File: config.mk
export PLATFORM = sky130hd
export DESIGN_NAME = bbd_color
export DESIGN_NICKNAME = d
export VERILOG_FILES = /design/src/hdl/bilinear_bayer_demosaic_assert.svh /design/src/hdl/bbd_pkg.sv /design/src/hdl/bbd_color.sv
export SDC_FILE = /design/constraint.sdc
export NUM_CORES = 1
export LEC_CHECK = 0
export ABC_CLOCK_PERIOD_IN_PS = 4970
export BUFFER_PORTS_ARGS = -buffer_cell sky130_fd_sc_hd__clkbuf_2
export CAP_MARGIN = 25
export CORE_MARGIN = 4
export CORE_UTILIZATION = 51
export DETAILED_ROUTE_END_ITERATION = 8
export PLACE_DENSITY = 0.83
export SETUP_SLACK_MARGIN = 0.2
export SYNTH_ARGS = -nofsm -noshare
export SYNTH_HDL_FRONTEND = slang
export SYNTH_SLANG_ARGS = --single-unit
File: constraint.sdc
create_clock -name i_clk -period 4.97 [get_ports i_clk]
set_input_delay 0.497 -clock i_clk [delete_from_list [all_inputs] [get_ports i_clk]]
set_output_delay 0.497 -clock i_clk [all_outputs]
set_load 0.01 [all_outputs]
File: src/hdl/bilinear_bayer_demosaic_assert.svh
// assertion macros used by the demosaic top level
`ifndef BILINEAR_BAYER_DEMOSAIC_ASSERT_SVH
`define BILINEAR_BAYER_DEMOSAIC_ASSERT_SVH

// same-cycle implication, disabled in reset
`define BBD_ASSERT_NOW(lbl, clk, rst_n, ante, cons, msg) \
    lbl: assert property (@(posedge clk) disable iff (!rst_n) (ante) |-> (cons)) \
        else $error(msg);

// next-cycle implication, disabled in reset
`define BBD_ASSERT_NEXT(lbl, clk, rst_n, ante, cons, msg) \
    lbl: assert property (@(posedge clk) disable iff (!rst_n) (ante) |=> (cons)) \
        else $error(msg);

`endif

File: src/hdl/bbd_pkg.sv
// types, constants and arithmetic helpers for the demosaic block
`default_nettype none

package bbd_pkg;

    localparam int SAMPLE_W     = 16;
    localparam int COLOR_W      = 8;
    localparam int COL_OUT_W    = 12;
    localparam int ROW_W        = 14;
    localparam int ROW_CMP_W    = 15;
    localparam int WIDTH_CFG_W  = 13;
    localparam int HEIGHT_CFG_W = 15;
    localparam int CFG_DATA_W   = 15;
    localparam int CFG_IDX_W    = 1;
    localparam int SUM_W        = 18;
    localparam int MIN_DIM      = 4;
    localparam int HEIGHT_MAX   = 16384;
    localparam int COLOR_MAX    = 255;
    localparam int WIDTH_RESET  = 640;
    localparam int HEIGHT_RESET = 480;
    localparam int FIRST_OUT    = 2;

    localparam logic [CFG_IDX_W-1:0] REG_FRAME_WIDTH  = 1'b0;
    localparam logic [CFG_IDX_W-1:0] REG_FRAME_HEIGHT = 1'b1;

    typedef enum logic [1:0] {
        SITE_GR,
        SITE_R,
        SITE_B,
        SITE_GB
    } t_site;

    typedef logic [SAMPLE_W-1:0] t_sample;
    typedef t_sample [2:0][2:0]  t_window;

    typedef struct packed {
        logic [COL_OUT_W-1:0] cc;
        logic [ROW_W-1:0]     cr;
        logic                 last;
        t_site                site;
    } t_tag;

    function automatic logic [SUM_W-1:0] pair_mean(input t_sample a, input t_sample b,
                                                   input int unsigned shift);
        logic [SUM_W-1:0] s;
        s = SUM_W'(a) + SUM_W'(b) + SUM_W'(1);
        return s >> (shift + 1);
    endfunction

    function automatic logic [SUM_W-1:0] quad_mean(input t_sample a, input t_sample b,
                                                   input t_sample c, input t_sample d,
                                                   input int unsigned shift);
        logic [SUM_W-1:0] s;
        s = SUM_W'(a) + SUM_W'(b) + SUM_W'(c) + SUM_W'(d) + SUM_W'(2);
        return s >> (shift + 2);
    endfunction

    function automatic logic [SUM_W-1:0] keep(input t_sample a, input int unsigned shift);
        return SUM_W'(a) >> shift;
    endfunction

    function automatic logic [COLOR_W-1:0] sat8(input logic [SUM_W-1:0] v);
        return (v > SUM_W'(COLOR_MAX)) ? COLOR_W'(COLOR_MAX) : v[COLOR_W-1:0];
    endfunction

endpackage

`default_nettype wire

File: src/hdl/bbd_color.sv
// color interpolation from the 3x3 window into the output register
`default_nettype none

module bbd_color #(
    parameter int DROP_SHIFT = 8
) (
    input  wire                 i_clk,
    input  wire                 i_rst_n,
    input  wire                 i_en,
    input  wire                 i_valid,
    input  wire bbd_pkg::t_window i_win,
    input  wire bbd_pkg::t_tag    i_tag,
    output logic                o_valid,
    output logic [bbd_pkg::COLOR_W-1:0]   o_red,
    output logic [bbd_pkg::COLOR_W-1:0]   o_green,
    output logic [bbd_pkg::COLOR_W-1:0]   o_blue,
    output logic [bbd_pkg::COL_OUT_W-1:0] o_pixel_column,
    output logic [bbd_pkg::ROW_W-1:0]     o_pixel_row,
    output logic                o_frame_last
);

    localparam int unsigned DS = DROP_SHIFT;

    logic [bbd_pkg::SUM_W-1:0] red_full;
    logic [bbd_pkg::SUM_W-1:0] green_full;
    logic [bbd_pkg::SUM_W-1:0] blue_full;

    logic                             r_valid;
    logic [bbd_pkg::COLOR_W-1:0]      r_red;
    logic [bbd_pkg::COLOR_W-1:0]      r_green;
    logic [bbd_pkg::COLOR_W-1:0]      r_blue;
    logic [bbd_pkg::COL_OUT_W-1:0]    r_col;
    logic [bbd_pkg::ROW_W-1:0]        r_row;
    logic                             r_last;

    always_comb begin
        unique case (i_tag.site)
            bbd_pkg::SITE_GR: begin
                red_full   = bbd_pkg::pair_mean(i_win[1][0], i_win[1][2], DS);
                green_full = bbd_pkg::keep(i_win[1][1], DS);
                blue_full  = bbd_pkg::pair_mean(i_win[0][1], i_win[2][1], DS);
            end
            bbd_pkg::SITE_R: begin
                red_full   = bbd_pkg::keep(i_win[1][1], DS);
                green_full = bbd_pkg::quad_mean(i_win[0][1], i_win[1][0],
                                                i_win[1][2], i_win[2][1], DS);
                blue_full  = bbd_pkg::quad_mean(i_win[0][0], i_win[0][2],
                                                i_win[2][0], i_win[2][2], DS);
            end
            bbd_pkg::SITE_B: begin
                red_full   = bbd_pkg::quad_mean(i_win[0][0], i_win[0][2],
                                                i_win[2][0], i_win[2][2], DS);
                green_full = bbd_pkg::quad_mean(i_win[0][1], i_win[1][0],
                                                i_win[1][2], i_win[2][1], DS);
                blue_full  = bbd_pkg::keep(i_win[1][1], DS);
            end
            default: begin
                red_full   = bbd_pkg::pair_mean(i_win[0][1], i_win[2][1], DS);
                green_full = bbd_pkg::keep(i_win[1][1], DS);
                blue_full  = bbd_pkg::pair_mean(i_win[1][0], i_win[1][2], DS);
            end
        endcase
    end

    always_ff @(posedge i_clk) begin
        if (!i_rst_n) begin
            r_valid <= 1'b0;
        end else if (i_en) begin
            r_valid <= i_valid;
        end
    end

    always_ff @(posedge i_clk) begin
        if (i_en && i_valid) begin
            r_red   <= bbd_pkg::sat8(red_full);
            r_green <= bbd_pkg::sat8(green_full);
            r_blue  <= bbd_pkg::sat8(blue_full);
            r_col   <= i_tag.cc;
            r_row   <= i_tag.cr;
            r_last  <= i_tag.last;
        end
    end

    assign o_valid        = r_valid;
    assign o_red          = r_red;
    assign o_green        = r_green;
    assign o_blue         = r_blue;
    assign o_pixel_column = r_col;
    assign o_pixel_row    = r_row;
    assign o_frame_last   = r_last;

endmodule

`default_nettype wire

==> reports/metrics.cfg <==
[outcome]
status = finished clean

[yosys]
ys_seq_elements = 52
syn-num-nets = 862
synth_edf_count = 51
synth_area_per_cell_sq_um = 10.4
seq_area_frac_synth_pct = 26.8
yosys.cell_types.count = 62
synthArstFlopShare_pct = 0
syn-instance-count = 555
syn_area_sq_um = 5800
synthFlopType = edfxtp_1
yosys_warnings = 0

[clocking]
cts_hold_buf = 0
root_buffer = clkbuf_16
cts_tree = done
cts_setup_buffers = 0
cts_max_path_buffers = 2
clock-sinks = 52
clk_pin_slew_ns = 0.07
ctsHtreeMaxLevel = 2
cts_resized = 0
worstSkewPairLatency_ns = 0.29
cts_buffers = 5

[sta]
fmax_ghz = 0.261
worst_slew_pin_slew_ns = 0.722
finClkSkew_ns = 0
finalMaxSlewViolations = 0
fin_tns_setup_ns = 0
min_period_ns = 3.84
maxSlewHeadroom_pct = 51.2
grt_setup_unrepaired = no
setup_viol = 0
hold_viol = 0
whs_ns = 0.371
post-route-period-util_pct = 77.2

[critical_path]
cpLargestDelayFamily = compound AO/OA/AOI/OAI gates
arrival_ns = 3.86
startpoint_type = input port
required_ns = 4.99
worst-path-buf-inv = 3
cp_max_fo = 4
crit_path_end_kind = flip-flop
crit_slowest_cell = o41ai_1
path_class = input port to flip-flop
slowest_delay_ns = 0.60
cp_cell_sequence = clkbuf_2 > inv_1 > fa_1 > inv_1 > fa_1 > ha_1 > a2111oi_4 > o31a_2 > o2111ai_2 > and2_1 > o41ai_1 > or3b_2 > a41oi_1

[drt]
ant_nets = 0
drc_errors = 0
wl_per_cell_um = 15.9
vias = 4959
routed_wl_um = 14600
vias_per_cell = 5.43
drt_first_pass_iters = 5
drt_iter0_markers = 241

[die]
core_area_sq_um = 11000
die_w_um = 115
start_util_pct = 52.8
die_y_um = 115
die_area_sq_um = 13100
ios = 229
row_count = 38

[pwr]
leakagePower_nw = 3.62
power.density_nw_per_um2 = 271
ir_drop_uv = 320

[global_route]
antenna_found_initial = 0
groute.usage.overall_pct = 22.2
first_global_vias = 5181
grt_pass1_wl_um = 23900
grt_max_degree = 29
overflow = 0

[place]
place_hpwl_um = 12900
gp_congestion = 0.890
port_buffers = 220

[run]
maxCapViolations = 0

[cells_and_area]
nets = 1080
num_antenna_cells = 0
drive_gt1_share_pct = 32.3
area_growth_pct = 24.5

[min_path]
hp-class = input port to flip-flop

## layout make-up
type                            instances  area [sq um]
Fill cell                             880          3760
Multi-Input combinational cell        372          3760
Clock inverter                          3          27.5
Timing Repair Buffer                  221          1130
Sequential cell                        52          1550
Tap cell                              140           175
Clock buffer                            5           125
Inverter                              121           454
## per-stage QoR
step	util, %	cell area (sq um)	cells	setup slack, ns	total power, W
after detailed placement	64.3	7070	906	0.855	0.00160
after global placement	64.1	7040	905	0.889	0.00155
after CTS	65.7	7220	914	1.16	0.00196
after global routing	65.7	7220	914	1.03	0.00211
final	65.7	7220	914	1.13	0.00196
after floorplan	-	5800	555	1.12	0.00129
## worst paths after layout
| check | from | endpoint | slack [ns] | depth (start not counted) |
|---|---|---|---|---|
| setup / recovery | i_win[2] | o_blue[4]$_SDFFCE_PN1P_ | 1.13 | 13 |
| hold / removal | i_tag[21] | o_pixel_column[4]$_DFFE_PP_ | 0.37 | 1 |
| setup reg to reg | o_valid$_SDFFE_PN0P_ | o_valid$_SDFFE_PN0P_ | 4.28 | 2 |
| hold reg to reg | o_valid$_SDFFE_PN0P_ | o_valid$_SDFFE_PN0P_ | 0.59 | 2 |
## power breakdown
group          switching [W]  leakage [nW]  internal, W  total [W]
registers          0.0000142         0.484     0.000545   0.000559
clock network       0.000166        0.0719     0.000191   0.000357
logic               0.000569          3.06     0.000469    0.00104
## per-layer routing
| layer | routed length, um | GRT usage (%) | vias to the layer above |
|---|---|---|---|
| met3 | 992 | 3.75 | 22 |
| met2 | 7520 | 39.5 | 198 |
| met4 | 307 | 5.07 | 0 |
| met1 | 5760 | 28.3 | 2354 |
| li1 | - | - | 2385 |
| met5 | 0 | 0 | - |
## Yosys cell counts (3+ instances only)
| cell | instances | area (sq um) |
|---|---|---|
| inv_1 | 121 | 454 |
| ha_1 | 68 | 851 |
| fa_1 | 62 | 1240 |
| edfxtp_1 | 51 | 1530 |
| a21oi_1 | 32 | 160 |
| nor2_1 | 18 | 67.6 |
| nand3_1 | 16 | 80.1 |
| nand2_1 | 14 | 52.6 |
| a221oi_1 | 13 | 114 |
| clkbuf_1 | 10 | 37.5 |
| o21ai_0 | 10 | 50.1 |
| xnor2_1 | 10 | 87.6 |
| a211oi_1 | 9 | 67.6 |
| xor2_1 | 8 | 70.1 |
| nor3_1 | 7 | 35.0 |
| a21o_1 | 6 | 45.0 |
| a31oi_1 | 6 | 37.5 |
| mux2_2 | 6 | 67.6 |
| o211ai_1 | 6 | 45.0 |
| o31ai_1 | 5 | 37.5 |
| and3_1 | 4 | 25.0 |
| nand2b_1 | 4 | 25.0 |
| nor2b_1 | 4 | 25.0 |
| o21a_1 | 4 | 30.0 |
| a2bb2oi_1 | 3 | 26.3 |
| mux2i_1 | 3 | 30.0 |
| nand3b_1 | 3 | 22.5 |
| nand4_1 | 3 | 18.8 |
| o21bai_1 | 3 | 22.5 |
| or2_2 | 3 | 18.8 |
| or3_1 | 3 | 18.8 |
## worst reg2reg max path: stages, from the launching register on
cell     delay (ns)
dfxtp_1        0.31
nor2b_1        0.12
o21a_1         0.16
## placed cells by master (no fill, tap or decap), types with 3 or more instances in the layout
cell type,count
nor2b_1,4
a221oi_1,13
edfxtp_1,51
nand4_1,3
and3_1,4
nand2b_1,4
or2_2,3
o21ai_0,10
or3_1,3
nor2_1,18
a31oi_1,6
fa_1,62
xor2_1,8
nand3_1,16
mux2i_1,3
o31ai_1,5
o21bai_1,3
o211ai_1,6
nand2_1,14
clkbuf_2,220
o21a_1,4
a2bb2oi_1,3
mux2_2,6
a211oi_1,9
clkbuf_16,5
a21oi_1,32
a21o_1,6
inv_1,121
nor3_1,7
xnor2_1,10
nand3b_1,3
ha_1,68
## cells by family (layout without fill, tap and decap cells)
logic type / Yosys count / after routing / share of synthesized area, %
flops: 52 / 52 / 26.8
xor+xnor: 18 / 18 / 2.72
fa+ha+maj: 130 / 130 / 36.1
buf+inv: 131 / 350 / 8.48
simple gates: 91 / 91 / 8.52
mux: 9 / 9 / 1.68
compound gates: 124 / 124 / 15.8
## sequential cells by signal, indices dropped and copies added, names as in the netlist
| name | count |
|---|---|
| o_valid | 1 |
| o_frame_last | 1 |
| o_blue | 8 |
| o_pixel_row | 14 |
| o_pixel_column | 12 |
| o_red | 8 |
| o_green | 8 |
Power figures use the tool's default switching activity.
